File: config.mk
export PLATFORM = sky130hd
export DESIGN_NAME = slope_activation_pacing_controller_flat
export DESIGN_NICKNAME = d
export VERILOG_FILES = /design/src/rtl/sapc_pkg.sv /design/src/rtl/sapc_ifs.sv /design/src/rtl/slope_activation_pacing_controller.sv /design/src/rtl/sapc_ring.sv /design/src/rtl/sapc_walk.sv /design/src/rtl/sapc_mode.sv /design/src/flat_wrapper.sv
export SDC_FILE = /design/constraint.sdc
export NUM_CORES = 2
export LEC_CHECK = 0
export BUFFER_PORTS_ARGS = -buffer_cell sky130_fd_sc_hd__buf_2
export CAP_MARGIN = 15
export CORE_MARGIN = 2
export CORE_UTILIZATION = 65
export CTS_BUF_LIST = sky130_fd_sc_hd__clkbuf_8
export DETAILED_ROUTE_END_ITERATION = 12
export GPL_ROUTABILITY_DRIVEN = 1
export GPL_TIMING_DRIVEN = 0
export PLACE_DENSITY_LB_ADDON = 0.12
export SYNTH_ARGS = -nofsm -noshare
export SYNTH_HDL_FRONTEND = slang
export SYNTH_SLANG_ARGS = --single-unit
export TNS_END_PERCENT = 5
File: constraint.sdc
create_clock -name clk -period 6.35 [get_ports clk]
set_input_delay 0 -clock clk [delete_from_list [all_inputs] [get_ports clk]]
set_output_delay 0 -clock clk [all_outputs]
set_load 0.05 [all_outputs]
File: src/rtl/sapc_pkg.sv
package sapc_pkg;

  localparam int SAMPLE_W = 15;
  localparam int SLOPE_W  = 16;
  localparam int CNT_W    = 24;
  localparam int STEP_W   = 10;
  localparam int SUM_W    = 40;
  localparam int THR_W    = 18;
  localparam int CFG_W    = 24;
  localparam int CFG_IDX_W = 2;

  localparam int THRESH_SHIFT = 13;

  localparam int RING_DEPTH_DEF    = 64;
  localparam int WINDOW_DEF        = 32;
  localparam int WINDOW_OFFSET_DEF = 0;

  localparam logic [CNT_W-1:0] LEARN_TIME_RST   = 24'd10000;
  localparam logic [CNT_W-1:0] QUIET_LIMIT_RST  = 24'd20000;
  localparam logic [CNT_W-1:0] IGNORE_LIMIT_RST = 24'd2000;
  localparam logic [STEP_W-1:0] SAMPLE_STEP_RST = 10'd1;

  localparam logic [CFG_IDX_W-1:0] CFG_LEARN_TIME   = 2'd0;
  localparam logic [CFG_IDX_W-1:0] CFG_QUIET_LIMIT  = 2'd1;
  localparam logic [CFG_IDX_W-1:0] CFG_IGNORE_LIMIT = 2'd2;
  localparam logic [CFG_IDX_W-1:0] CFG_SAMPLE_STEP  = 2'd3;

  localparam logic [1:0] MODE_LEARN  = 2'd0;
  localparam logic [1:0] MODE_DETECT = 2'd1;
  localparam logic [1:0] MODE_IGNORE = 2'd2;
  localparam logic [1:0] MODE_PACE   = 2'd3;

  typedef struct packed {
    logic [CNT_W-1:0]  learn_time;
    logic [CNT_W-1:0]  quiet_limit;
    logic [CNT_W-1:0]  ignore_limit;
    logic [STEP_W-1:0] sample_step;
  } sapc_cfg_t;

  typedef struct packed {
    logic fill_step;
    logic eval;
  } sapc_ctl_t;

  typedef struct packed {
    logic                      pace;
    logic [1:0]                mode;
    logic signed [SLOPE_W-1:0] min_slope;
    logic                      activation;
  } sapc_res_t;

endpackage

File: src/rtl/sapc_ifs.sv
interface sapc_in_if;
  import sapc_pkg::*;
  logic                       valid;
  logic                       ready;
  logic signed [SAMPLE_W-1:0] sample;
  modport source (output valid, output sample, input ready);
  modport sink (input valid, input sample, output ready);
endinterface

interface sapc_out_if;
  import sapc_pkg::*;
  logic                      valid;
  logic                      ready;
  logic                      pace;
  logic [1:0]                mode;
  logic signed [SLOPE_W-1:0] min_slope;
  logic                      activation;
  modport source (output valid, output pace, output mode, output min_slope,
                  output activation, input ready);
  modport sink (input valid, input pace, input mode, input min_slope,
                input activation, output ready);
endinterface

File: src/rtl/slope_activation_pacing_controller.sv
// one item per cycle while the ring fills; no result is given then
// once full, ready drops on acceptance, so a new item is not taken until the
// window walk (one ring read a cycle over WINDOW entries) and the result load have finished
// the result stands in an output register, loaded after the walk when the output is free
// synchronous active-low reset clears control, counters, mode and the output valid flag
// and loads config defaults; ring contents and data registers are kept; no clearing pass runs
module slope_activation_pacing_controller #(
  parameter int RING_DEPTH    = sapc_pkg::RING_DEPTH_DEF,
  parameter int WINDOW        = sapc_pkg::WINDOW_DEF,
  parameter int WINDOW_OFFSET = sapc_pkg::WINDOW_OFFSET_DEF
) (
  input  logic                                  clk,
  input  logic                                  rst_n,
  sapc_in_if.sink                               in_ch,
  sapc_out_if.source                            out_ch,
  input  logic                                  cfg_we,
  input  logic [sapc_pkg::CFG_IDX_W-1:0]        cfg_idx,
  input  logic [sapc_pkg::CFG_W-1:0]            cfg_wdata
);
  import sapc_pkg::*;

  localparam int AW = $clog2(RING_DEPTH);
  localparam int FW = $clog2(RING_DEPTH + 1);
  localparam logic [AW-1:0] DEPTH_M1 = AW'(RING_DEPTH - 1);
  localparam logic [FW-1:0] FULL_CNT = FW'(RING_DEPTH);

  localparam logic [1:0] S_IDLE = 2'd0;
  localparam logic [1:0] S_WALK = 2'd1;
  localparam logic [1:0] S_EVAL = 2'd2;

  logic [1:0]                state_r, state_nxt;
  logic [AW-1:0]             wp_r;
  logic [FW-1:0]             fill_r;
  logic                      full;
  logic                      in_acc;
  logic                      out_free;
  sapc_cfg_t                 cfg_r;
  sapc_ctl_t                 ctl;
  sapc_res_t                 res;
  logic                      out_valid_r;
  sapc_res_t                 out_r;
  logic [AW-1:0]             raddr;
  logic signed [SAMPLE_W-1:0] rdata;
  logic                      walk_done;
  logic signed [SLOPE_W-1:0] walk_slope;

  assign full     = (fill_r == FULL_CNT);
  assign in_acc   = in_ch.valid && in_ch.ready;
  assign out_free = !out_valid_r || out_ch.ready;

  assign ctl.fill_step = in_acc && !full;
  assign ctl.eval      = (state_r == S_EVAL) && out_free;

  always_comb begin
    state_nxt = state_r;
    case (state_r)
      S_IDLE: begin
        if (in_acc && full) begin
          state_nxt = S_WALK;
        end
      end
      S_WALK: begin
        if (walk_done) begin
          state_nxt = S_EVAL;
        end
      end
      S_EVAL: begin
        if (out_free) begin
          state_nxt = S_IDLE;
        end
      end
      default: begin
        state_nxt = S_IDLE;
      end
    endcase
  end

  always_ff @(posedge clk) begin
    if (!rst_n) begin
      state_r     <= S_IDLE;
      wp_r        <= '0;
      fill_r      <= '0;
      out_valid_r <= 1'b0;
      cfg_r.learn_time   <= LEARN_TIME_RST;
      cfg_r.quiet_limit  <= QUIET_LIMIT_RST;
      cfg_r.ignore_limit <= IGNORE_LIMIT_RST;
      cfg_r.sample_step  <= SAMPLE_STEP_RST;
    end else begin
      state_r <= state_nxt;
      if (in_acc) begin
        wp_r <= (wp_r == DEPTH_M1) ? '0 : (wp_r + AW'(1));
        if (!full) begin
          fill_r <= fill_r + FW'(1);
        end
      end
      if (ctl.eval) begin
        out_valid_r <= 1'b1;
      end else if (out_ch.ready) begin
        out_valid_r <= 1'b0;
      end
      if (cfg_we) begin
        case (cfg_idx)
          CFG_LEARN_TIME:   cfg_r.learn_time   <= cfg_wdata;
          CFG_QUIET_LIMIT:  cfg_r.quiet_limit  <= cfg_wdata;
          CFG_IGNORE_LIMIT: cfg_r.ignore_limit <= cfg_wdata;
          CFG_SAMPLE_STEP:  cfg_r.sample_step  <= cfg_wdata[STEP_W-1:0];
          default: begin
          end
        endcase
      end
    end
  end

  always_ff @(posedge clk) begin
    if (ctl.eval) begin
      out_r <= res;
    end
  end

  assign in_ch.ready       = (state_r == S_IDLE);
  assign out_ch.valid      = out_valid_r;
  assign out_ch.pace       = out_r.pace;
  assign out_ch.mode       = out_r.mode;
  assign out_ch.min_slope  = out_r.min_slope;
  assign out_ch.activation = out_r.activation;

  sapc_ring #(
    .DEPTH (RING_DEPTH),
    .AW    (AW)
  ) u_ring (
    .clk     (clk),
    .we      (in_acc),
    .waddr   (wp_r),
    .wdata   (in_ch.sample),
    .raddr   (raddr),
    .rdata_r (rdata)
  );

  sapc_walk #(
    .DEPTH  (RING_DEPTH),
    .WINDOW (WINDOW),
    .OFFSET (WINDOW_OFFSET),
    .AW     (AW)
  ) u_walk (
    .clk       (clk),
    .rst_n     (rst_n),
    .start     (in_acc && full),
    .newest    (wp_r),
    .raddr     (raddr),
    .rdata     (rdata),
    .done      (walk_done),
    .min_slope (walk_slope)
  );

  sapc_mode u_mode (
    .clk       (clk),
    .rst_n     (rst_n),
    .cfg       (cfg_r),
    .ctl       (ctl),
    .min_slope (walk_slope),
    .res       (res)
  );

`ifndef SYNTHESIS
  a_done_in_walk: assert property (@(posedge clk) disable iff (!rst_n)
    walk_done |-> state_r == S_WALK)
    else $error("window walk finished outside the walk state");
  a_fill_no_walk: assert property (@(posedge clk) disable iff (!rst_n)
    (in_acc && !full) |=> state_r == S_IDLE)
    else $error("item during ring fill started a window walk");
  a_eval_slot_free: assert property (@(posedge clk) disable iff (!rst_n)
    ctl.eval |-> (!out_valid_r || out_ch.ready))
    else $error("result loaded over an untaken result");
`endif

endmodule

File: src/rtl/sapc_ring.sv
module sapc_ring #(
  parameter int DEPTH = sapc_pkg::RING_DEPTH_DEF,
  parameter int AW    = $clog2(DEPTH)
) (
  input  logic                                 clk,
  input  logic                                 we,
  input  logic [AW-1:0]                        waddr,
  input  logic signed [sapc_pkg::SAMPLE_W-1:0] wdata,
  input  logic [AW-1:0]                        raddr,
  output logic signed [sapc_pkg::SAMPLE_W-1:0] rdata_r
);
  import sapc_pkg::*;

  logic signed [SAMPLE_W-1:0] mem [DEPTH];

  always_ff @(posedge clk) begin
    if (we) begin
      mem[waddr] <= wdata;
    end
  end

  always_ff @(posedge clk) begin
    rdata_r <= mem[raddr];
  end

endmodule

File: src/rtl/sapc_walk.sv
module sapc_walk #(
  parameter int DEPTH  = sapc_pkg::RING_DEPTH_DEF,
  parameter int WINDOW = sapc_pkg::WINDOW_DEF,
  parameter int OFFSET = sapc_pkg::WINDOW_OFFSET_DEF,
  parameter int AW     = $clog2(DEPTH)
) (
  input  logic                                 clk,
  input  logic                                 rst_n,
  input  logic                                 start,
  input  logic [AW-1:0]                        newest,
  output logic [AW-1:0]                        raddr,
  input  logic signed [sapc_pkg::SAMPLE_W-1:0] rdata,
  output logic                                 done,
  output logic signed [sapc_pkg::SLOPE_W-1:0]  min_slope
);
  import sapc_pkg::*;

  localparam int CW = (WINDOW > 1) ? $clog2(WINDOW) : 1;
  localparam logic [AW-1:0] OFF_MOD  = AW'(OFFSET % DEPTH);
  localparam logic [AW-1:0] DEPTH_M1 = AW'(DEPTH - 1);
  localparam logic [AW-1:0] WRAP_ADD = AW'(DEPTH - (OFFSET % DEPTH));
  localparam logic [CW-1:0] LAST     = CW'(WINDOW - 1);

  logic                       busy_r, busy_nxt;
  logic [AW-1:0]              raddr_r, raddr_nxt;
  logic [CW-1:0]              icnt_r, icnt_nxt;
  logic                       rvld_r;
  logic [CW-1:0]              dcnt_r;
  logic signed [SAMPLE_W-1:0] prev_r;
  logic signed [SLOPE_W-1:0]  best_r;
  logic                       done_r;
  logic [AW-1:0]              first_addr;
  logic signed [SLOPE_W-1:0]  diff;

  // newest entry of the window lies the offset back from the newest sample
  assign first_addr = (newest >= OFF_MOD) ? (newest - OFF_MOD) : (newest + WRAP_ADD);

  always_comb begin
    busy_nxt  = busy_r;
    raddr_nxt = raddr_r;
    icnt_nxt  = icnt_r;
    if (start) begin
      busy_nxt  = 1'b1;
      raddr_nxt = first_addr;
      icnt_nxt  = '0;
    end else if (busy_r) begin
      raddr_nxt = (raddr_r == '0) ? DEPTH_M1 : (raddr_r - AW'(1));
      icnt_nxt  = icnt_r + CW'(1);
      if (icnt_r == LAST) begin
        busy_nxt = 1'b0;
      end
    end
  end

  assign diff = SLOPE_W'(prev_r) - SLOPE_W'(rdata);

  always_ff @(posedge clk) begin
    if (!rst_n) begin
      busy_r <= 1'b0;
      rvld_r <= 1'b0;
      done_r <= 1'b0;
      dcnt_r <= '0;
      icnt_r <= '0;
    end else begin
      busy_r <= busy_nxt;
      icnt_r <= icnt_nxt;
      rvld_r <= busy_r;
      done_r <= 1'b0;
      if (start) begin
        dcnt_r <= '0;
      end else if (rvld_r) begin
        dcnt_r <= dcnt_r + CW'(1);
        if (dcnt_r == LAST) begin
          done_r <= 1'b1;
        end
      end
    end
  end

  always_ff @(posedge clk) begin
    raddr_r <= raddr_nxt;
    if (rvld_r) begin
      prev_r <= rdata;
      if (dcnt_r != '0) begin
        if (dcnt_r == CW'(1) || diff < best_r) begin
          best_r <= diff;
        end
      end
    end
  end

  assign raddr     = raddr_r;
  assign done      = done_r;
  assign min_slope = best_r;

`ifndef SYNTHESIS
  a_done_idle: assert property (@(posedge clk) disable iff (!rst_n)
    done_r |-> !busy_r && !rvld_r)
    else $error("window walk finished with reads still in flight");
  a_start_idle: assert property (@(posedge clk) disable iff (!rst_n)
    start |-> !busy_r && !rvld_r)
    else $error("window walk restarted while busy");
  a_rvld_follows: assert property (@(posedge clk) disable iff (!rst_n)
    busy_r |=> rvld_r)
    else $error("read data not marked valid after a read");
`endif

endmodule

File: src/rtl/sapc_mode.sv
module sapc_mode (
  input  logic                                clk,
  input  logic                                rst_n,
  input  sapc_pkg::sapc_cfg_t                 cfg,
  input  sapc_pkg::sapc_ctl_t                 ctl,
  input  logic signed [sapc_pkg::SLOPE_W-1:0] min_slope,
  output sapc_pkg::sapc_res_t                 res
);
  import sapc_pkg::*;

  localparam logic [CNT_W-1:0] CNT_MAX = {CNT_W{1'b1}};
  localparam logic signed [SUM_W-1:0] SUM_MAX = {1'b0, {(SUM_W-1){1'b1}}};
  localparam logic signed [SUM_W-1:0] SUM_MIN = {1'b1, {(SUM_W-1){1'b0}}};
  localparam logic signed [THR_W-1:0] THR_MAX = {1'b0, {(THR_W-1){1'b1}}};
  localparam logic signed [THR_W-1:0] THR_MIN = {1'b1, {(THR_W-1){1'b0}}};

  logic [1:0]              mode_r, mode_nxt;
  logic [CNT_W-1:0]        elapsed_r, quiet_r, ignore_r;
  logic [CNT_W-1:0]        quiet_base, ignore_base;
  logic signed [SUM_W-1:0] sum_r, sum_nxt;
  logic signed [THR_W-1:0] thr_r, thr_nxt;
  logic signed [SUM_W:0]   sum_wide;
  logic signed [SUM_W-1:0] shifted;
  logic                    act_cmp, act;

  function automatic logic [CNT_W-1:0] sat_add(input logic [CNT_W-1:0] c,
                                               input logic [STEP_W-1:0] s);
    logic [CNT_W:0] t;
    t = {1'b0, c} + (CNT_W+1)'(s);
    return t[CNT_W] ? CNT_MAX : t[CNT_W-1:0];
  endfunction

  assign act_cmp  = THR_W'(min_slope) < thr_r;
  assign sum_wide = (SUM_W+1)'(sum_r) + (SUM_W+1)'(min_slope);
  assign shifted  = sum_r >>> THRESH_SHIFT;

  always_comb begin
    mode_nxt    = mode_r;
    sum_nxt     = sum_r;
    thr_nxt     = thr_r;
    quiet_base  = quiet_r;
    ignore_base = ignore_r;
    act         = 1'b0;
    case (mode_r)
      MODE_LEARN: begin
        if (elapsed_r < cfg.learn_time) begin
          if (sum_wide[SUM_W] != sum_wide[SUM_W-1]) begin
            sum_nxt = sum_wide[SUM_W] ? SUM_MIN : SUM_MAX;
          end else begin
            sum_nxt = sum_wide[SUM_W-1:0];
          end
        end else begin
          // threshold from the learnt sum, saturated to its own width
          if (shifted[SUM_W-1] && !(&shifted[SUM_W-2:THR_W-1])) begin
            thr_nxt = THR_MIN;
          end else if (!shifted[SUM_W-1] && (|shifted[SUM_W-2:THR_W-1])) begin
            thr_nxt = THR_MAX;
          end else begin
            thr_nxt = shifted[THR_W-1:0];
          end
          quiet_base = '0;
          mode_nxt   = MODE_DETECT;
        end
      end
      MODE_DETECT: begin
        act = act_cmp;
        if (quiet_r <= cfg.quiet_limit) begin
          if (act_cmp) begin
            quiet_base  = '0;
            ignore_base = '0;
            mode_nxt    = MODE_IGNORE;
          end
        end else begin
          mode_nxt = MODE_PACE;
        end
      end
      MODE_IGNORE: begin
        if (ignore_r > cfg.ignore_limit) begin
          mode_nxt = MODE_DETECT;
        end
      end
      MODE_PACE: begin
        act = act_cmp;
        if (act_cmp) begin
          quiet_base  = '0;
          ignore_base = '0;
          mode_nxt    = MODE_IGNORE;
        end
      end
      default: begin
        mode_nxt = mode_r;
      end
    endcase
  end

  always_ff @(posedge clk) begin
    if (!rst_n) begin
      mode_r    <= MODE_LEARN;
      elapsed_r <= '0;
      quiet_r   <= '0;
      ignore_r  <= '0;
      sum_r     <= '0;
      thr_r     <= '0;
    end else if (ctl.eval) begin
      mode_r    <= mode_nxt;
      sum_r     <= sum_nxt;
      thr_r     <= thr_nxt;
      elapsed_r <= sat_add(elapsed_r, cfg.sample_step);
      quiet_r   <= sat_add(quiet_base, cfg.sample_step);
      ignore_r  <= sat_add(ignore_base, cfg.sample_step);
    end else if (ctl.fill_step) begin
      elapsed_r <= sat_add(elapsed_r, cfg.sample_step);
    end
  end

  assign res.pace       = (mode_nxt == MODE_PACE);
  assign res.mode       = mode_nxt;
  assign res.min_slope  = min_slope;
  assign res.activation = act;

endmodule
File: src/flat_wrapper.sv
// flat-port wrapper written by rule: the top's interface ports become plain ports
module slope_activation_pacing_controller_flat import sapc_pkg::*;
#(
  parameter int RING_DEPTH    = sapc_pkg::RING_DEPTH_DEF,
  parameter int WINDOW        = sapc_pkg::WINDOW_DEF,
  parameter int WINDOW_OFFSET = sapc_pkg::WINDOW_OFFSET_DEF
)
  (clk, rst_n, cfg_we, cfg_idx, cfg_wdata, in_ch_valid, in_ch_sample, in_ch_ready, out_ch_valid, out_ch_pace, out_ch_mode, out_ch_min_slope, out_ch_activation, out_ch_ready);
  sapc_in_if in_ch_i ();
  sapc_out_if out_ch_i ();
  input  logic clk;
  input  logic rst_n;
  input  logic cfg_we;
  input  logic [sapc_pkg::CFG_IDX_W-1:0] cfg_idx;
  input  logic [sapc_pkg::CFG_W-1:0] cfg_wdata;
  input wire logic [$bits(in_ch_i.valid)-1:0] in_ch_valid;
  input wire logic [$bits(in_ch_i.sample)-1:0] in_ch_sample;
  output wire logic [$bits(in_ch_i.ready)-1:0] in_ch_ready;
  output wire logic [$bits(out_ch_i.valid)-1:0] out_ch_valid;
  output wire logic [$bits(out_ch_i.pace)-1:0] out_ch_pace;
  output wire logic [$bits(out_ch_i.mode)-1:0] out_ch_mode;
  output wire logic [$bits(out_ch_i.min_slope)-1:0] out_ch_min_slope;
  output wire logic [$bits(out_ch_i.activation)-1:0] out_ch_activation;
  input wire logic [$bits(out_ch_i.ready)-1:0] out_ch_ready;
  assign in_ch_i.valid = in_ch_valid;
  assign in_ch_i.sample = in_ch_sample;
  assign in_ch_ready = in_ch_i.ready;
  assign out_ch_valid = out_ch_i.valid;
  assign out_ch_pace = out_ch_i.pace;
  assign out_ch_mode = out_ch_i.mode;
  assign out_ch_min_slope = out_ch_i.min_slope;
  assign out_ch_activation = out_ch_i.activation;
  assign out_ch_i.ready = out_ch_ready;
  slope_activation_pacing_controller #(.RING_DEPTH(RING_DEPTH), .WINDOW(WINDOW), .WINDOW_OFFSET(WINDOW_OFFSET)) u_core (.clk(clk), .rst_n(rst_n), .in_ch(in_ch_i), .out_ch(out_ch_i), .cfg_we(cfg_we), .cfg_idx(cfg_idx), .cfg_wdata(cfg_wdata));
endmodule
==> flow_summary.json <==
{
  "outcome": "finished clean",
  "ys_seq_elements": 1275,
  "fp.dieW_um": 296,
  "die_h_um": 296,
  "grt_usage": 0.328,
  "report.final.slew_viol_count": 0,
  "crit_path_start_kind": "flop",
  "grt_pass1_vias": 34200,
  "final_layout_size_suffix_gt1_frac": 0.186,
  "rsz0062_at_grt": "false",
  "insertion_delay_ns": 0.89,
  "leakage_nw": 21.8,
  "routed_via_density": 6.40,
  "synthCells": 3665,
  "dominantRegCellSynth": "edfxtp_1",
  "finClkSkew_ns": 0.0602,
  "worstHoldStart": "in_ch_sample[12]",
  "wl_um": 140000,
  "start_util": 0.659,
  "synth_edf_count": 1017,
  "numPortBuffers": 65,
  "ys_warn_count": 0,
  "critPathTopFamily": "compound AO/OA/AOI/OAI gates",
  "synth_top_cell_area_share": 0.552,
  "relSlewSlack": 0.210,
  "holdWs_ns": 0.0629,
  "p_per_area_nw_per_um2": 256,
  "layout.nets": 4333,
  "cp.arrival_ns": 6.60,
  "io_pins": 68,
  "area_growth_pct": 13.1,
  "clockBufferDepth": 3,
  "synth.avg_cell_area_um2": 15.1,
  "root_buffer": "clkbuf_8",
  "clkSinkCount": 1275,
  "setup_viol_count_final": 0,
  "coreArea_um2": 84000,
  "max_cap_violations": 0,
  "r2r-start": "u_core.cfg_r[43]",
  "cp.required_ns": 7.02,
  "synth_area_leaders": "edfxtp_1 55%, mux4_2 13%, dfxtp_1 9.3%, ha_1 4.5%, a21oi_1 2.5%",
  "drt_iter0_markers": 3783,
  "cp_max_fo": 10,
  "hpwl_um": 97200,
  "max_freq_mhz": 169,
  "crit_type": "reg -> reg",
  "antenna_left": 0,
  "vdd_drop_max_mv": 0.289,
  "grt_first_pass_wirelength_um": 210000,
  "cts_tree": "done",
  "period_needed_ns": 5.93,
  "whs_path_depth": 2,
  "antenna_found_initial": 7,
  "numCtsBuffers": 195,
  "ys_seq_area_frac": 0.645,
  "synth_fp_nets": 3915,
  "gp_congestion": 0.975,
  "holdCritPathClass": "in -> reg",
  "wl_per_cell_um": 26.1,
  "critPathCaptureType": "flop",
  "hold_end": "u_core.u_ring.mem[30][12]",
  "reg2reg_depth": 22,
  "setup_ws_ns": 0.417,
  "cpPeakStageDelay_ns": 0.55,
  "dieArea_um2": 87500,
  "path_cells": "inv_1, ha_1, a21o_1, a21o_1, a21oi_1, o21ai_0, a221oi_1, nor3_1, a211oi_4, clkbuf_1, nor2b_1, ha_1, a21o_1, a21oi_1, o21ai_1, a2111oi_1, o31ai_1, a21oi_1, nor2_1, nor4b_1, o21ai_0, a21oi_1",
  "grt_overflow": 0,
  "reg2reg_slack_ns": 0.42,
  "synth_top_area_cell": "edfxtp_1",
  "synth_cell_types": 85,
  "num_vias": 34400,
  "h-tree-depth": 4,
  "row_count": 106,
  "grt_max_degree": 65,
  "cp.depth": 22,
  "path_clk_slew_ns": 0.06,
  "fin_crit_sh": 0.934,
  "synthesis.area_um2": 55300,
  "worstMarginPinSlew_ns": 1.18,
  "firstDrtPassIters": 6,
  "worstPathBufferInverterCount": 2,
  "async_flop_share": 0,
  "cpMaxStageDelayCell": "a2111oi_1",
  "cpMostUsedCell": "a21oi_1",
  "final_hold_viol_count": 0,
  "timing.rr.end": "u_core.u_mode.ignore_r[19]",
  "drcViolationCount": 0,
  "dp_slack_ns": 0.137
}
power breakdown:
part / switching, W / leakage, nW / internal (W)
sequential: 0.0000263 / 11.2 / 0.00904
clock: 0.00324 / 2.10 / 0.00329
combinational: 0.000292 / 8.44 / 0.000135
registers in the layout (all words and copies together), names as in the netlist, 5 cells and up:
signal,flops
u_core.out_ch.min_slope,16
u_core.fill_r,7
u_core.u_walk.dcnt_r,5
u_core.u_ring.mem,960
u_core.u_walk.min_slope,16
u_core.u_walk.icnt_r,5
u_core.u_walk.raddr,6
u_core.u_mode.elapsed_r,24
u_core.u_walk.prev_r,15
u_core.cfg_r,82
u_core.wp_r,6
u_core.u_mode.quiet_r,24
u_core.u_mode.sum_r,40
u_core.u_mode.thr_r,18
u_core.u_mode.ignore_r,24
u_core.u_ring.rdata_r,15
how the worst max path moves through the flow:
stage | slack (ns) | to | start
3_3_place_gp | -0.20 | u_core.u_mode.ignore_r[19] | u_core.u_walk.min_slope[15]
4_1_cts | 0.07 | u_core.u_mode.ignore_r[19] | u_core.u_walk.min_slope[15]
6_report | 0.42 | u_core.u_mode.ignore_r[19] | u_core.cfg_r[43]
5_1_grt | 0.08 | u_core.u_mode.ignore_r[19] | u_core.u_walk.min_slope[15]
3_5_place_dp | 0.14 | u_core.u_mode.ignore_r[19] | u_core.u_walk.min_slope[15]
2_1_floorplan | 1.52 | u_core.u_mode.ignore_r[19] | u_core.u_walk.min_slope[15]
metrics by stage:
step / instance area, µm² / utilization / TNS, ns / cells / power (W)
floorplan: 55300 / - / 0 / 3665 / 0.00939
global placement: 57100 / 0.680 / -1.97 / 4864 / 0.00958
detailed placement: 57700 / 0.687 / 0 / 4925 / 0.00961
CTS: 62200 / 0.741 / 0 / 5355 / 0.0161
global route: 62600 / 0.745 / 0 / 5374 / 0.0164
finish: 62600 / 0.745 / 0 / 5375 / 0.0160
cells by family (layout without fill, tap and decap cells):
group,Yosys count,count (layout),synth area share
XOR/XNOR,93,93,0.0147
buffers and inverters,349,923,0.0243
other,0,2,0
adder cells (fa/ha/maj),242,242,0.0539
AND/OR/NAND/NOR,703,703,0.0581
multiplexers,324,324,0.130
AO/OA/AOI/OAI,679,679,0.0738
flip-flops,1275,1275,0.645
repair_timing:
| item | 4_1_cts | 5_1_grt |
|---|---|---|
| endpoints found under the setup margin | 0 | 22 |
| buffers inserted | 0 | 3 |
| hold buffers | 77 | 1 |
| gates resized for setup | 0 | 3 |
| endpoints found under the hold margin | 904 | 64 |
synth_stat cells, types with 7 or more instances:
master and n:
edfxtp_1 1017, mux4_2 315, a21oi_1 271, nand2_1 264, dfxtp_1 258, ha_1 199
nor2_1 195, inv_1 179, o21ai_0 147, clkbuf_1 117, a21o_1 66, xnor2_1 55
nand3_1 43, xor2_1 38, nor3_1 37, buf_1 32, maj3_1 29, nand4_1 28
o211ai_1 28, a31oi_1 24, nor2b_1 22, a211oi_1 21, o21ai_1 21, and2_1 20
nand2b_1 20, buf_2 16, and3_1 14, or3_1 14, or2_2 11, o21a_1 10
a21boi_0 9, maj3_2 9, mux2i_1 9, o22ai_1 9, o21bai_1 7, o31ai_1 7
cells in the final DEF (no fill, tap or decap), drive strengths merged, types with 15 or more instances in the layout:
master       instances
a31oi               25
or2                 15
dfxtp              258
ha                 199
dlygate4sd3         78
nand2b              20
maj3                38
nor2b               22
xnor2               55
clkbuf             327
a211oi              23
nor2               196
inv                240
mux4               315
xor2                38
a21oi              272
buf                193
nand4               28
nand3               43
nand2              264
a21o                66
and2                20
o211ai              29
or3                 15
edfxtp            1017
clkinv              75
nor3                37
o21ai              169
area by class of cell:
cell class	count	area, µm²
Sequential cell	1275	35700
Fill cell	5091	21400
Multi-Input combinational cell	2041	18300
Clock buffer	210	2890
Timing Repair Buffer	221	2060
Tap cell	1134	1420
Clock inverter	143	835
Inverter	182	683
Buffer	167	663
Antenna cell	2	5.00
routing by layer:
layer	vias up	wire, µm	global-route usage
met5	-	0	0
met4	0	6120	0.150
met3	298	12500	0.0585
met2	1825	67700	0.524
met1	17200	54100	0.448
li1	15000	-	-
Note: power is estimated with default switching activity, not from simulation.
